==> src/hw/rtl/aligned_epoch_window_timer_assert.svh <==
// Assertion macros for the epoch window timer
`ifndef ALIGNED_EPOCH_WINDOW_TIMER_ASSERT_SVH
`define ALIGNED_EPOCH_WINDOW_TIMER_ASSERT_SVH

`ifndef SYNTH
`define AEWT_ASSERT(lbl, clk, rst, prop, msg) \
   lbl: assert property (@(posedge clk) disable iff (rst) prop) else $error(msg);
`define AEWT_NEVER(lbl, clk, rst, cond, msg) \
   `AEWT_ASSERT(lbl, clk, rst, !(cond), msg)
`else
`define AEWT_ASSERT(lbl, clk, rst, prop, msg)
`define AEWT_NEVER(lbl, clk, rst, cond, msg)
`endif

`endif

==> src/hw/rtl/aewt_pkg.sv <==
`timescale 1ns / 1ps
`default_nettype none

package aewt_pkg;

   localparam int TIME_W   = 32;
   localparam int PERIOD_W = 16;

   localparam logic [TIME_W-1:0]   CLOSE_INVALID = '1;
   localparam logic [PERIOD_W-1:0] PERIOD_RESET  = 16'd60;
   localparam logic [PERIOD_W-1:0] OFFSET_RESET  = 16'd0;

   localparam logic [1:0] CMD_TICK  = 2'd0;
   localparam logic [1:0] CMD_START = 2'd1;
   localparam logic [1:0] CMD_STOP  = 2'd2;

   localparam logic [1:0] REG_PERIOD = 2'd0;
   localparam logic [1:0] REG_OFFSET = 2'd1;

   typedef enum logic [4:0] {
      ST_IDLE = 5'b00001,
      ST_DIV  = 5'b00010,
      ST_DIFF = 5'b00100,
      ST_UPD  = 5'b01000,
      ST_OUT  = 5'b10000
   } state_type;

   typedef struct packed {
      logic                start;
      logic [TIME_W-1:0]   dividend;
      logic [PERIOD_W-1:0] divisor;
   } mod_ctl_type;

   typedef struct packed {
      logic                done;
      logic [PERIOD_W-1:0] remainder;
   } mod_sts_type;

endpackage

`default_nettype wire

==> src/hw/rtl/aewt_mod.sv <==
`timescale 1ns / 1ps
`default_nettype none

// restoring remainder, one dividend bit per cycle
module aewt_mod
   import aewt_pkg::*;
(
   input  wire logic        clock,
   input  wire logic        reset,
   input  wire mod_ctl_type ctl,
   output mod_sts_type      sts
);

   localparam int CNT_W = $clog2(TIME_W);

   logic                busy_ff, busy_in;
   logic                done_ff, done_in;
   logic [CNT_W-1:0]    cnt_ff, cnt_in;
   logic [TIME_W-1:0]   x_ff, x_in;
   logic [PERIOD_W-1:0] p_ff, p_in;
   logic [PERIOD_W-1:0] r_ff, r_in;
   logic [PERIOD_W:0]   trial;
   logic [PERIOD_W:0]   diff;

   always_comb begin
      trial   = {r_ff, x_ff[TIME_W-1]};
      diff    = trial - {1'b0, p_ff};
      busy_in = busy_ff;
      done_in = 1'b0;
      cnt_in  = cnt_ff;
      x_in    = x_ff;
      p_in    = p_ff;
      r_in    = r_ff;
      if (ctl.start) begin
         busy_in = 1'b1;
         cnt_in  = '0;
         x_in    = ctl.dividend;
         p_in    = ctl.divisor;
         r_in    = '0;
      end else if (busy_ff) begin
         x_in   = {x_ff[TIME_W-2:0], 1'b0};
         r_in   = (trial >= {1'b0, p_ff}) ? diff[PERIOD_W-1:0] : trial[PERIOD_W-1:0];
         cnt_in = cnt_ff + 1'b1;
         if (cnt_ff == CNT_W'(TIME_W - 1)) begin
            busy_in = 1'b0;
            done_in = 1'b1;
         end
      end
   end

   always_ff @(posedge clock) begin
      if (reset) begin
         busy_ff <= 1'b0;
         done_ff <= 1'b0;
         cnt_ff  <= '0;
      end else begin
         busy_ff <= busy_in;
         done_ff <= done_in;
         cnt_ff  <= cnt_in;
      end
      x_ff <= x_in;
      p_ff <= p_in;
      r_ff <= r_in;
   end

   assign sts.done      = done_ff;
   assign sts.remainder = r_ff;

endmodule

`default_nettype wire

==> src/hw/rtl/aligned_epoch_window_timer.sv <==
`timescale 1ns / 1ps
`default_nettype none

// channel | dir | handshake          | payload
// req     | in  | req_tvalid/tready  | tuser[1:0] cmd, tdata[31:0] now_time
// rsp     | out | rsp_tvalid/tready  | tuser[0] epoch_end, tdata close_out, span_out
// csr     | in  | csr_valid/ready    | csr_index, csr_data[15:0]
//
// A recomputing request (start, or a tick that reaches the close time) runs the
// 32-step serial remainder unit in DIV, then DIFF, UPD, OUT; other requests go to OUT.
// One request at a time; req_tready is high only while the sequencer is idle.
// A finished result waits in the output register while the next request is taken.
// Synchronous active-high reset; no clearing pass.
`include "aligned_epoch_window_timer_assert.svh"

module aligned_epoch_window_timer
   import aewt_pkg::*;
(
   input  wire logic        clock,
   input  wire logic        reset,
   input  wire logic        req_tvalid,
   output      logic        req_tready,
   input  wire logic [31:0] req_tdata,   // now_time
   input  wire logic [1:0]  req_tuser,   // cmd
   output      logic        rsp_tvalid,
   input  wire logic        rsp_tready,
   output      logic [63:0] rsp_tdata,   // close_out, span_out
   output      logic [0:0]  rsp_tuser,   // epoch_end
   input  wire logic        csr_valid,
   output      logic        csr_ready,
   input  wire logic [1:0]  csr_index,
   input  wire logic [15:0] csr_data
);

   state_type           state_ff, state_in;
   logic [1:0]          cmd_ff, cmd_in;
   logic [TIME_W-1:0]   now_ff, now_in;
   logic [TIME_W-1:0]   rem_ff, rem_in;
   logic [PERIOD_W-1:0] off_ff, off_in;
   logic [TIME_W-1:0]   dlt_ff, dlt_in;
   logic [PERIOD_W-1:0] pmo_ff, pmo_in;
   logic                gt_ff, gt_in;
   logic                ended_ff, ended_in;
   logic [TIME_W-1:0]   close_ff, close_in;
   logic [TIME_W-1:0]   span_ff, span_in;
   logic [PERIOD_W-1:0] period_ff, period_in;
   logic [PERIOD_W-1:0] offset_ff, offset_in;
   logic                rsp_valid_ff, rsp_valid_in;
   logic                rsp_end_ff, rsp_end_in;
   logic [TIME_W-1:0]   rsp_close_ff, rsp_close_in;
   logic [TIME_W-1:0]   rsp_span_ff, rsp_span_in;
   logic [TIME_W-1:0]   req_now;
   mod_ctl_type         mod_ctl;
   mod_sts_type         mod_sts;

   aewt_mod u_mod (
      .clock (clock),
      .reset (reset),
      .ctl   (mod_ctl),
      .sts   (mod_sts)
   );

   assign req_now    = req_tdata[TIME_W-1:0];
   assign req_tready = (state_ff == ST_IDLE);
   assign csr_ready  = 1'b1;

   always_comb begin
      period_in = period_ff;
      offset_in = offset_ff;
      if (csr_valid) begin
         case (csr_index)
            REG_PERIOD: period_in = csr_data;
            REG_OFFSET: offset_in = csr_data;
            default: ;
         endcase
      end
   end

   always_comb begin
      state_in         = state_ff;
      cmd_in           = cmd_ff;
      now_in           = now_ff;
      rem_in           = rem_ff;
      off_in           = off_ff;
      dlt_in           = dlt_ff;
      pmo_in           = pmo_ff;
      gt_in            = gt_ff;
      ended_in         = ended_ff;
      close_in         = close_ff;
      span_in          = span_ff;
      rsp_end_in       = rsp_end_ff;
      rsp_close_in     = rsp_close_ff;
      rsp_span_in      = rsp_span_ff;
      rsp_valid_in     = rsp_valid_ff && !rsp_tready;
      mod_ctl.start    = 1'b0;
      mod_ctl.dividend = req_now + {16'b0, offset_ff};
      mod_ctl.divisor  = period_ff;

      unique case (state_ff)
         ST_IDLE: begin
            if (req_tvalid) begin
               cmd_in   = req_tuser;
               now_in   = req_now;
               rem_in   = close_ff - req_now;
               ended_in = 1'b0;
               state_in = ST_OUT;
               case (req_tuser)
                  CMD_TICK: begin
                     if (req_now >= close_ff) begin
                        ended_in      = 1'b1;
                        mod_ctl.start = 1'b1;
                        state_in      = ST_DIV;
                     end
                  end
                  CMD_START: begin
                     mod_ctl.start = 1'b1;
                     state_in      = ST_DIV;
                  end
                  CMD_STOP: close_in = CLOSE_INVALID;
                  default: ;
               endcase
            end
         end
         ST_DIV: begin
            if (mod_sts.done) begin
               off_in   = (period_ff == '0) ? '0 : mod_sts.remainder;
               state_in = ST_DIFF;
            end
         end
         ST_DIFF: begin
            dlt_in   = {16'b0, off_ff} - rem_ff;
            pmo_in   = period_ff - off_ff;
            gt_in    = $signed(rem_ff) > $signed({16'b0, period_ff});
            state_in = ST_UPD;
         end
         ST_UPD: begin
            if (gt_ff) begin
               close_in = now_ff + {16'b0, pmo_ff};
               span_in  = {16'b0, pmo_ff};
            end else if (dlt_ff == '0) begin
               if (rem_ff[TIME_W-1] || rem_ff == '0) begin
                  close_in = now_ff + {16'b0, period_ff};
                  span_in  = {16'b0, period_ff};
               end
            end else begin
               close_in = now_ff + {16'b0, pmo_ff};
               span_in  = span_ff + dlt_ff;
            end
            state_in = ST_OUT;
         end
         ST_OUT: begin
            if (!rsp_valid_ff || rsp_tready) begin
               rsp_valid_in = 1'b1;
               rsp_end_in   = ended_ff;
               rsp_close_in = close_ff;
               rsp_span_in  = span_ff;
               state_in     = ST_IDLE;
            end
         end
         default: state_in = ST_IDLE;
      endcase
   end

   always_ff @(posedge clock) begin
      if (reset) begin
         state_ff     <= ST_IDLE;
         period_ff    <= PERIOD_RESET;
         offset_ff    <= OFFSET_RESET;
         close_ff     <= CLOSE_INVALID;
         span_ff      <= '0;
         rsp_valid_ff <= 1'b0;
      end else begin
         state_ff     <= state_in;
         period_ff    <= period_in;
         offset_ff    <= offset_in;
         close_ff     <= close_in;
         span_ff      <= span_in;
         rsp_valid_ff <= rsp_valid_in;
      end
      cmd_ff       <= cmd_in;
      now_ff       <= now_in;
      rem_ff       <= rem_in;
      off_ff       <= off_in;
      dlt_ff       <= dlt_in;
      pmo_ff       <= pmo_in;
      gt_ff        <= gt_in;
      ended_ff     <= ended_in;
      rsp_end_ff   <= rsp_end_in;
      rsp_close_ff <= rsp_close_in;
      rsp_span_ff  <= rsp_span_in;
   end

   assign rsp_tvalid   = rsp_valid_ff;
   assign rsp_tdata    = {rsp_span_ff, rsp_close_ff};
   assign rsp_tuser[0] = rsp_end_ff;

   `AEWT_ASSERT(a_accept_leaves_idle, clock, reset, (req_tvalid && req_tready) |=> (state_ff != ST_IDLE), "request accepted but sequencer stayed idle")
   `AEWT_NEVER(a_done_outside_div, clock, reset, mod_sts.done && (state_ff != ST_DIV), "remainder done outside divide state")
   `AEWT_ASSERT(a_stop_invalidates, clock, reset, ((state_ff == ST_OUT) && (cmd_ff == CMD_STOP)) |-> (close_ff == CLOSE_INVALID), "stop did not invalidate window")

endmodule

`default_nettype wire
==> config.mk <==
export PLATFORM = sky130hd
export DESIGN_NAME = aligned_epoch_window_timer
export DESIGN_NICKNAME = d
export VERILOG_FILES = /design/src/hw/rtl/aewt_pkg.sv /design/src/hw/rtl/aewt_mod.sv /design/src/hw/rtl/aligned_epoch_window_timer.sv
export VERILOG_INCLUDE_DIRS = /design/src /design/src/hw/rtl
export SDC_FILE = /design/constraint.sdc
export NUM_CORES = 1
export LEC_CHECK = 0
export BUFFER_PORTS_ARGS = -buffer_cell sky130_fd_sc_hd__buf_2
export CAP_MARGIN = 20
export CORE_MARGIN = 1
export CORE_UTILIZATION = 35
export DETAILED_ROUTE_END_ITERATION = 6
export GPL_TIMING_DRIVEN = 0
export PLACE_DENSITY_LB_ADDON = 0.1
export SYNTH_ARGS = -nofsm -noshare
export SYNTH_HDL_FRONTEND = slang
export SYNTH_SLANG_ARGS = --single-unit
==> constraint.sdc <==
create_clock -name clock -period 7.85 [get_ports clock]
set_clock_uncertainty 0.05 [all_clocks]
set_input_delay 0.785 -clock clock [delete_from_list [all_inputs] [get_ports clock]]
set_output_delay 0.785 -clock clock [all_outputs]
set_load 0.05 [all_outputs]
==> out/results.ini, run 1 <==
[setup_path]
end_kind=register
cp.arrival_ns=5.82
critPathMaxStageDelay_ns=0.66
chain_of_cells_forming_the_critical_path=inv_1, ha_1, fa_1, nor2b_1, o21ai_0, a21boi_0, o21ai_0, a21oi_1, a211oi_1, o21ai_0, a311o_1, clkbuf_1, inv_1, clkbuf_1, buf_8, nor3_1
startpoint_type=register
worst-path-max-fanout=13
data_required_time_of_the_critical_path_ns=8.22
timing_worst_setup_path_type=register to register
critical-path-slowest-cell=clkbuf_1
worst_path_most_repeated_cell=o21ai_0

[yosys]
synth_largest_type_area_fraction_pct=33.8
synth-main-ff-cell=edfxtp_1
netlist.top_cell.by_area=edfxtp_1
post_synth_main_area_contributors=edfxtp_1 34%, dfxtp_1 12%, ha_1 10%
library_cell_with_the_highest_instance_count_after_synthesis=edfxtp_1
synth_cell_types=76
asyncSetResetFlopFracSynth_pct=0
yosysWarnings=0
postSynthAreaPerCell_um2=9.79
synth.cell_area_um2=21600
ys_top_cells_by_count=243 x edfxtp_1, 207 x nand2_1, 192 x a21oi_1
synth_fp_nets=2443
synth-edff-count=243
synth.yosys.seq_area_share_pct=45.4
synth.ff_latch_count=368
synth_cells=2202

[global_route]
grt_overflow=0
vias_in_the_first_global_route=16500
groute.usage.overall_pct=21.0
grt_antenna_before_repair=0
largest_net_degree_at_the_start_of_global_routing=67
grt_first_pass_wirelength_mm=99.8

[die]
dieWidth_um=250
coreArea_um2=60600
pin_count=125
die_y_um=250
design.die.area_um2=62600
start_util_pct=35.6
rows=90

[clock_tree]
cts_buffers=44
tritoncts=done
clock_tree.buffer_depth=3
cts.repair.resized=0
clkTransAtPathRegs_ns=0.06
cts_hold_buf=0
post_cts.repair.setup_buffers=0
root_buffer=clkbuf_16
h-tree-depth=2
worst_skew_pair.late_latency_ns=0.58
cts.sink_count=368

[detailed_routing]
drt-wirelength-per-cell_um=20.8
totalWireLength_mm=66.4
detailroute.via_count=16900
viasPerCell=5.29
drt-pass1-iter-count=5
first_iter_violations=1270
route.antenna.remaining_nets=0
detail_route.drc_violations=0

[sta]
crit_path_time_final_ns=5.45
grt_setup_unrepaired=no
tightest_slew_ns=1.10
setup-tns-final_ns=0
min_period_over_period_pct=69.4
slew-limit-headroom_pct=26.5
timing.final.setup_violations=0
report.final.slew_viol_count=0
fmaxAchievable_mhz=184
finalHoldViolations=0

[power]
power.density_cell_area_nw_per_um2=221
cell_internal_pwr_mw=3.88
p_sw_share_pct=29.0
vdd.ir_drop.worst_uv=158
totalPowerFinal_mw=5.46
comb_power_share_pct=20.1
p_leak_nw=9.75
power.switching_mw=1.59
p_seq_share_pct=42.6
clock_power_share_pct=37.4

[layout]
final_nets=2621
post_route_cells_drive_above_1_share_pct=9.28
area_added_between_synthesis_and_finish_pct=14.7
diodes=0
post-route-util_pct=40.8

[min_path]
worstHoldPathType=input pin to register

[place]
detailed_place_hpwl_mm=51.6
placement.io_buffers=122
place.gp.congestion=0.912

[run_status]
status=finished, final reports clean

[flow_run]
maxCapViolations=0

final timing paths:
kind                               startpoint             to  slack (ns)  depth (start not counted)
worst min register to register       ended_ff      rsp_tuser        0.38                          0
worst max-delay path              close_ff[0]  u_mod.done_ff        2.40                         16
worst max register to register    close_ff[0]  u_mod.done_ff        2.40                         16
worst min-delay path            req_tdata[17]     now_ff[17]        0.37                          1
metrics by stage:
stage / worst slack (ns) / hold slack (ns) / instance area, µm² / cells
2_1_floorplan: 3.36 / 0.350 / 21600 / 2202
3_3_place_gp: 1.11 / 0.358 / 23200 / 3106
3_5_place_dp: 1.71 / 0.372 / 23300 / 3116
6_report: 2.40 / 0.370 / 24700 / 3196
4_1_cts: 2.26 / 0.328 / 24700 / 3196
5_1_grt: 2.03 / 0.341 / 24700 / 3196
worst max-delay path, delay by kind of cell, from the launching register on:
kind	cells	cell delay (ns)
buffers and inverters	5	1.66
DFF	1	0.35
adders and majority gates	2	0.61
AOI/OAI and AO/OA	7	2.04
and+or+nand+nor	2	0.55
layer usage:
metal	up-vias	wire length [µm]	GRT usage [%]
met5	-	0	0
met1	8041	31800	29.5
met3	75	3210	2.74
met4	0	1320	5.00
met2	408	30000	34.0
li1	8379	-	-
area by class of cell:
cell class	count	area, µm²
inverters	157	592
clock inverters	15	175
clock buffers	65	1240
fillers	5964	35900
repair buffers	132	754
well taps	782	978
multi-input cells	1614	10900
plain buffers	63	245
flip-flops and latches	368	9800
logic make-up (layout without fill, tap and decap cells):
kind of cell / after synthesis / in the layout / share of synthesized area, %
xor+xnor: 171 / 171 / 6.95
other cells: 1 / 1 / 0.0174
compound gates: 582 / 582 / 17.1
fa+ha+maj: 184 / 184 / 11.0
buf+inv: 220 / 432 / 3.87
simple gates: 651 / 651 / 14.5
mux: 25 / 25 / 1.19
flops: 368 / 368 / 45.4
sequential cells by signal (all words and copies together) (netlist names), 32 cells and up:
name,count
rsp_close_ff,32
rsp_span_ff,32
rem_ff,32
dlt_ff,32
u_mod.x_ff,32
span_ff,32
now_ff,32
close_ff,32
power by group through the flow:
stage / Clock [mW] / Sequential [mW] / Combinational (mW)
floorplan: 0 / 2.33 / 0.792
global placement: 0 / 2.37 / 1.07
detailed placement: 0 / 2.37 / 1.09
CTS: 2.11 / 2.33 / 1.10
global route: 2.17 / 2.34 / 1.22
finish: 2.04 / 2.33 / 1.10
layout by cell type, fill, tap and decap left out, types with 13 or more instances in the layout:
cell type | synthesis | final
o21bai_1 | 17 | 17
ha_1 | 176 | 176
and3_1 | 18 | 18
dfxtp_1 | 125 | 125
mux2i_1 | 20 | 20
xor2_1 | 47 | 47
nor4_1 | 29 | 29
nand4_1 | 27 | 27
nand3_1 | 30 | 30
nor3_1 | 47 | 46
clkbuf_16 | 0 | 45
or3_1 | 23 | 23
and2_1 | 23 | 23
nand2b_1 | 27 | 26
a31oi_1 | 13 | 13
nor2_1 | 162 | 162
a21oi_1 | 192 | 192
nand2_1 | 207 | 207
o21a_1 | 35 | 35
o21ai_0 | 122 | 122
buf_2 | 4 | 127
o31ai_1 | 14 | 14
clkbuf_1 | 56 | 72
nor2b_1 | 20 | 19
o211ai_1 | 14 | 14
inv_1 | 155 | 154
a211oi_1 | 32 | 32
a21o_1 | 49 | 49
edfxtp_1 | 243 | 243
xnor2_1 | 124 | 124
Power figures use the tool's default switching activity.
==> inputs of run 2 (changes only) <==
- ABC_AREA: default -> 1
- clock period: 7.85 -> 4.5 ns (I/O delays scaled with it)
==> run 2 against run 1 <==
  * First-iteration DRC count up 24%
  * Clock power rose by 90%
  * Core utilization is essentially flat
  * Sequential power grew 86%
  * Power rose by 100%
  * Design area grew 12%
  * Critical path depth shrank 1
  * Area after synthesis rose by 11%
  * Final cell count increased by 31%
  * Critical endpoint is now u_mod.x_ff[27]
  * Largest cell class unchanged
  * Largest power group unchanged
  * Highest routed layer unchanged
==> out/results.ini, run 2 <==
[run_status]
status=finished, final reports clean

[place]
placed_cells=4109
placement.io_buffers=123
place.gp.congestion=0.948
detailed_place_hpwl_mm=74.6
placed_area_um2=26000

[sta]
min_period_over_period_pct=92.8
slew-limit-headroom_pct=23.3
tightest_slew_ns=1.15
crit_path_time_final_ns=4.18
grt_setup_unrepaired=no
report.final.slew_viol_count=0
fmaxAchievable_mhz=239
timing.final.setup_violations=0
finalHoldViolations=0

[yosys]
dominant_combinational_cell_family_by_area_after_synthesis=simple AND/OR/NAND/NOR gates
synthMuxAreaShare_pct=0
post_synth_main_area_contributors=edfxtp_1 30%, nand2_1 12%, dfxtp_1 10%
yosys.area_share.xor_xnor_pct=5.03
synth.cell_area_um2=24000
synth_cells=3099
yosysWarnings=0
synth.ff_latch_count=368
postSynthAreaPerCell_um2=7.75
synth_cell_types=56
netlist.top_cell.by_area=edfxtp_1
synth-main-ff-cell=edfxtp_1
synth_compound_area_share_pct=13.3
synth-edff-count=243
library_cell_with_the_highest_instance_count_after_synthesis=nand2_1
ys_top_cells_by_count=760 x nand2_1, 386 x inv_1, 294 x a21oi_1
asyncSetResetFlopFracSynth_pct=0
synth_adder_area_share_pct=9.84
synth_fp_nets=3340
synth_largest_type_area_fraction_pct=30.4
synth.yosys.seq_area_share_pct=40.8
synthSimpleGateAreaFrac_pct=23.8

[global_route]
grt_first_pass_wirelength_mm=134
grt_overflow=0
vias_in_the_first_global_route=21700
largest_net_degree_at_the_start_of_global_routing=32
groute.usage.overall_pct=25.7
grt_antenna_before_repair=2

[clock_tree]
h-tree-depth=2
clkTransAtPathRegs_ns=0.06
cts_buffers=46
cts.sink_count=368
root_buffer=clkbuf_16
tritoncts=done
worst_skew_pair.late_latency_ns=0.60
post_cts.repair.setup_buffers=0
clock_tree.buffer_depth=3

[layout]
area.sequential_um2=9800
layout_commonest_cell=nand2_1
mostFrequentLayoutCells=759 x nand2_1, 386 x inv_1, 293 x a21oi_1
multi_input_comb_area_um2=12500
diodes=0
final_nets=3527
post_route_cells_drive_above_1_share_pct=7.73
area_added_between_synthesis_and_finish_pct=14.9
n_fill_cell=7042
final_cell_count_no_fill=4196
finish.instance_area_um2=27600

[detailed_routing]
first_iter_violations=1575
drt-wirelength-per-cell_um=21.6
detail_route.drc_violations=0
drt-pass1-iter-count=5
viasPerCell=5.24
top_signal_layer_used=met4
totalWireLength_mm=90.7
wl_met2_mm=42.9
route.antenna.remaining_nets=0
drt-met1-wl_mm=40.7
detailroute.via_count=22000
route.met3.wl_mm=4.15

[setup_path]
timing_worst_setup_path_type=input pin to register
data_required_time_of_the_critical_path_ns=4.74
worst-path-max-fanout=20
end_kind=register
cp.arrival_ns=4.41
startpoint_type=input pin

[die]
design.die.area_um2=69700
pin_count=125
start_util_pct=35.6
dieWidth_um=264
die_y_um=264
coreArea_um2=67500
rows=95

[power]
power.density_cell_area_nw_per_um2=403
p_sw_share_pct=34.6
p_leak_nw=12.1
clock_power_share_pct=34.8
power.switching_mw=3.84
vdd.ir_drop.worst_uv=271
p_seq_share_pct=39.1
cell_internal_pwr_mw=7.27
comb_power_share_pct=26.2

[min_path]
worstHoldPathType=input pin to register

[flow_run]
maxCapViolations=0

==> run 2: critical path, stage by stage <==
cell and delay [ns]:
dlygate4sd3_1 0.52, buf_2 0.13, inv_1 0.10, ha_1 0.42, nand2_1 0.12, nor2_1 0.14, nand2_1 0.13, nor2_1 0.31
nand4_1 0.40, nand3_1 0.26, nand3_2 0.24, buf_4 0.34, buf_2 0.26, nand2_2 0.35, buf_16 0.22
==> run 2: stage by stage <==
step | worst slack (ns) | TNS [ns] | utilization, % | hold WS, ns | total power [mW]
6_report | 0.324 | 0 | 40.9 | 0.0346 | 11.1
4_1_cts | 0.207 | 0 | 40.9 | 0.00241 | 11.2
3_3_place_gp | -2.17 | -220.56 | 38.1 | 0.361 | 7.22
3_5_place_dp | -0.204 | -4.18 | 38.5 | 0.366 | 7.27
5_1_grt | 0.166 | 0 | 40.9 | 0.0220 | 11.6
2_1_floorplan | 0.0130 | 0 | - | 0.350 | 6.17
==> run 2: layout make-up <==
class	count	area share [%]
Timing Repair Buffer	139	3.17
Clock inverter	17	0.739
Sequential cell	368	35.5
Clock buffer	68	4.89
Inverter	392	5.34
Buffer	57	0.934
Tap cell	873	3.96
Multi-Input combinational cell	2282	45.4
==> run 2: cells by family (layout without fill, tap and decap cells) <==
kind of cell	Yosys count	after routing
buffers and inverters	449	673
XOR/XNOR	138	138
AND/OR/NAND/NOR	1359	1359
AO/OA/AOI/OAI	600	600
adder cells (fa/ha/maj)	184	184
other	1	1
flip-flops	368	368
==> run 2: final timing paths <==
path	startpoint	endpoint	slack, ns	cells after the start
worst min-delay path	req_tdata[18]	now_ff[18]	0.03	1
worst min register to register	ended_ff	rsp_tuser	0.36	0
worst max-delay path	req_tdata[24]	u_mod.x_ff[27]	0.32	15
worst max register to register	close_ff[0]	u_mod.x_ff[27]	0.40	16
==> run 2: power groups by stage <==
| stage | logic (mW) | registers (mW) | clock network (mW) |
|---|---|---|---|
| 6_report | 2.91 | 4.34 | 3.87 |
| 5_1_grt | 3.20 | 4.37 | 4.06 |
| 4_1_cts | 2.88 | 4.34 | 3.95 |
| 3_5_place_dp | 2.86 | 4.41 | 0 |
| 3_3_place_gp | 2.80 | 4.42 | 0 |
| 2_1_floorplan | 1.84 | 4.33 | 0 |
==> run 2: layer usage <==
| layer | vias up | global-route usage [%] |
|---|---|---|
| met1 | 10400 | 33.9 |
| met5 | - | 0 |
| met4 | 0 | 8.67 |
| li1 | 10800 | - |
| met2 | 604 | 43.9 |
| met3 | 120 | 2.43 |
==> run 2: timing repair <==
action | 4_1_cts | 5_1_grt
resized for setup | 1 | 1
hold buffers | 2 | 0
pin swaps | 0 | 0
hold endpoints to repair | 2 | 0
cloned | 0 | 0
endpoints found under the setup margin | 20 | 2
==> inputs of run 3 (changes only) <==
- CORE_ASPECT_RATIO: default -> 1.25
==> run 3 against run 2 <==
  * Worst setup slack better by 0.018 ns
  * Non-clock buffer count decreased by 3
  * Final cell count is 0.17% lower
  * Die area about the same
  * Wire length up 4.4%
  * Combinational power barely moved
  * Global-route usage grew 1.3 points
  * Register-to-register slack worse by 0.06 ns
  * Count of clock-buffer cells in the layout is 7 lower
  * Critical path type is now register to register
==> out/results.ini, run 3 (synthesized netlist as in run 2, its figures left out) <==
[sta]
timing.final.setup_violations=0
finalHoldViolations=0
crit_path_time_final_ns=4.16
report.final.slew_viol_count=0
slew-limit-headroom_pct=30.8
fmaxAchievable_mhz=240
tightest_slew_ns=1.04
min_period_over_period_pct=92.4
grt_setup_unrepaired=no
setup-tns-final_ns=0
timing.final.ws_setup_ns=0.341

[die]
die_y_um=295
coreArea_um2=68000
pin_count=125
design.die.area_um2=69700
dieWidth_um=236
start_util_pct=35.3
rows=107

[setup_path]
cp.arrival_ns=4.32
timing.reg2reg.worst_path_depth=11
data_required_time_of_the_critical_path_ns=4.67
path_buf_inv=2
crit_family=simple AND/OR/NAND/NOR gates
critical_path_cell_count=11
critPathMaxStageDelay_ns=0.44
critical-path-slowest-cell=nand4_1
startpoint_type=register
worst-path-max-fanout=32
timing_worst_setup_path_type=register to register
end_kind=register
chain_of_cells_forming_the_critical_path=ha_1, nand2_1, nor2_1, nand2_1, nor2_1, nand4_1, nand3_1, nand3_1, buf_4, buf_2, nand2_4

[clock_tree]
clkTransAtPathRegs_ns=0.06
cts_buffers=44
h-tree-depth=2
worst_skew_pair.late_latency_ns=0.59
tritoncts=done
clock_tree.buffer_depth=3
cts_hold_buf=0
root_buffer=clkbuf_16
cts.sink_count=368

[global_route]
grt_overflow=0
vias_in_the_first_global_route=22200
grt_antenna_before_repair=0
grt_first_pass_wirelength_mm=139
largest_net_degree_at_the_start_of_global_routing=33
groute.usage.overall_pct=27.0

[detailed_routing]
drt-wirelength-per-cell_um=22.6
first_iter_violations=1492
route.antenna.remaining_nets=0
viasPerCell=5.26
detail_route.drc_violations=0
drt-pass1-iter-count=6
totalWireLength_mm=94.7
detailroute.via_count=22100

[power]
p_leak_nw=12.1
power.density_cell_area_nw_per_um2=404
vdd.ir_drop.worst_uv=327
totalPowerFinal_mw=11.1

[layout]
area_added_between_synthesis_and_finish_pct=14.7
diodes=0
mostFrequentLayoutCells=759 x nand2_1, 386 x inv_1, 293 x a21oi_1
layout_commonest_cell=nand2_1
final_nets=3522
post_route_cells_drive_above_1_share_pct=7.93

[place]
place_worst_setup_slack_ns=-0.261
detailed_place_hpwl_mm=78.6
placement.io_buffers=123
place.gp.congestion=0.959

[min_path]
worstHoldPathType=input pin to register
timing.hold.worst_path_depth=1

[flow_run]
maxCapViolations=0

[run_status]
status=finished, final reports clean

==> run 3: cell count changes in the layout (fill, tap and decap cells not counted), moves of 2 or more <==
cell	change
dlygate4sd3_1	-2
clkinv_2	+6
clkbuf_1	-10
buf_16	-3
inv_6	-3
clkinvlp_4	+2
buf_8	+2
clkbuf_8	+5
clkbuf_16	-2
==> run 3: layer usage <==
metal	share of wire, %	up-vias	track usage [%]
met1	41	10500	31.2
met4	4.1	0	10.9
met5	0	-	0
met3	4.2	146	3.12
li1	-	10800	-
met2	51	591	50.2
==> run 3: worst register-to-register path, cell delays in order, from the launching register on <==
cell,delay (ns)
dfxtp_1,0.40
ha_1,0.39
nand2_1,0.12
nor2_1,0.18
nand2_1,0.14
nor2_1,0.42
nand4_1,0.44
nand3_1,0.25
nand3_1,0.35
buf_4,0.37
buf_2,0.27
nand2_4,0.38
==> run 3: timing repair <==
action / 4_1_cts / 5_1_grt
gates resized for setup: 1 / 0
setup buffers: 0 / 0
setup endpoints to repair: 2 / 0
==> run 3: area by class of cell <==
cell class / count / area (µm²)
clock inverters: 21 / 250
clock buffers: 61 / 1330
well taps: 872 / 1090
flip-flops and latches: 368 / 9800
inverters: 392 / 1470
plain buffers: 57 / 258
fillers: 7059 / 40500
repair buffers: 136 / 811
multi-input cells: 2282 / 12500
==> run 3: through the flow <==
| step | instances | area [µm²] | utilization [%] | hold WS (ns) |
|---|---|---|---|---|
| 4_1_cts | 4188 | 27500 | 40.5 | 0.00504 |
| 3_5_place_dp | 4106 | 25900 | 38.2 | 0.369 |
| 3_3_place_gp | 4094 | 25700 | 37.9 | 0.370 |
| 5_1_grt | 4189 | 27600 | 40.5 | 0.0324 |
| 6_report | 4189 | 27600 | 40.5 | 0.0370 |
| 2_1_floorplan | 3099 | 24000 | - | 0.350 |
==> run 3: final timing paths <==
check | start | end | slack (ns)
worst min register to register | ended_ff | rsp_tuser | 0.38
worst min-delay path | req_tdata[18] | now_ff[18] | 0.04
worst max-delay path | close_ff[17] | u_mod.x_ff[28] | 0.34
worst max register to register | close_ff[17] | u_mod.x_ff[28] | 0.34
==> run 3: where the power goes <==
part           switching (mW)  total [mW]  leakage (nW)  internal (mW)
Sequential              0.278        4.34          3.23           4.06
Clock                    1.54        3.90         0.775           2.36
Combinational            2.01        2.91          8.11          0.894
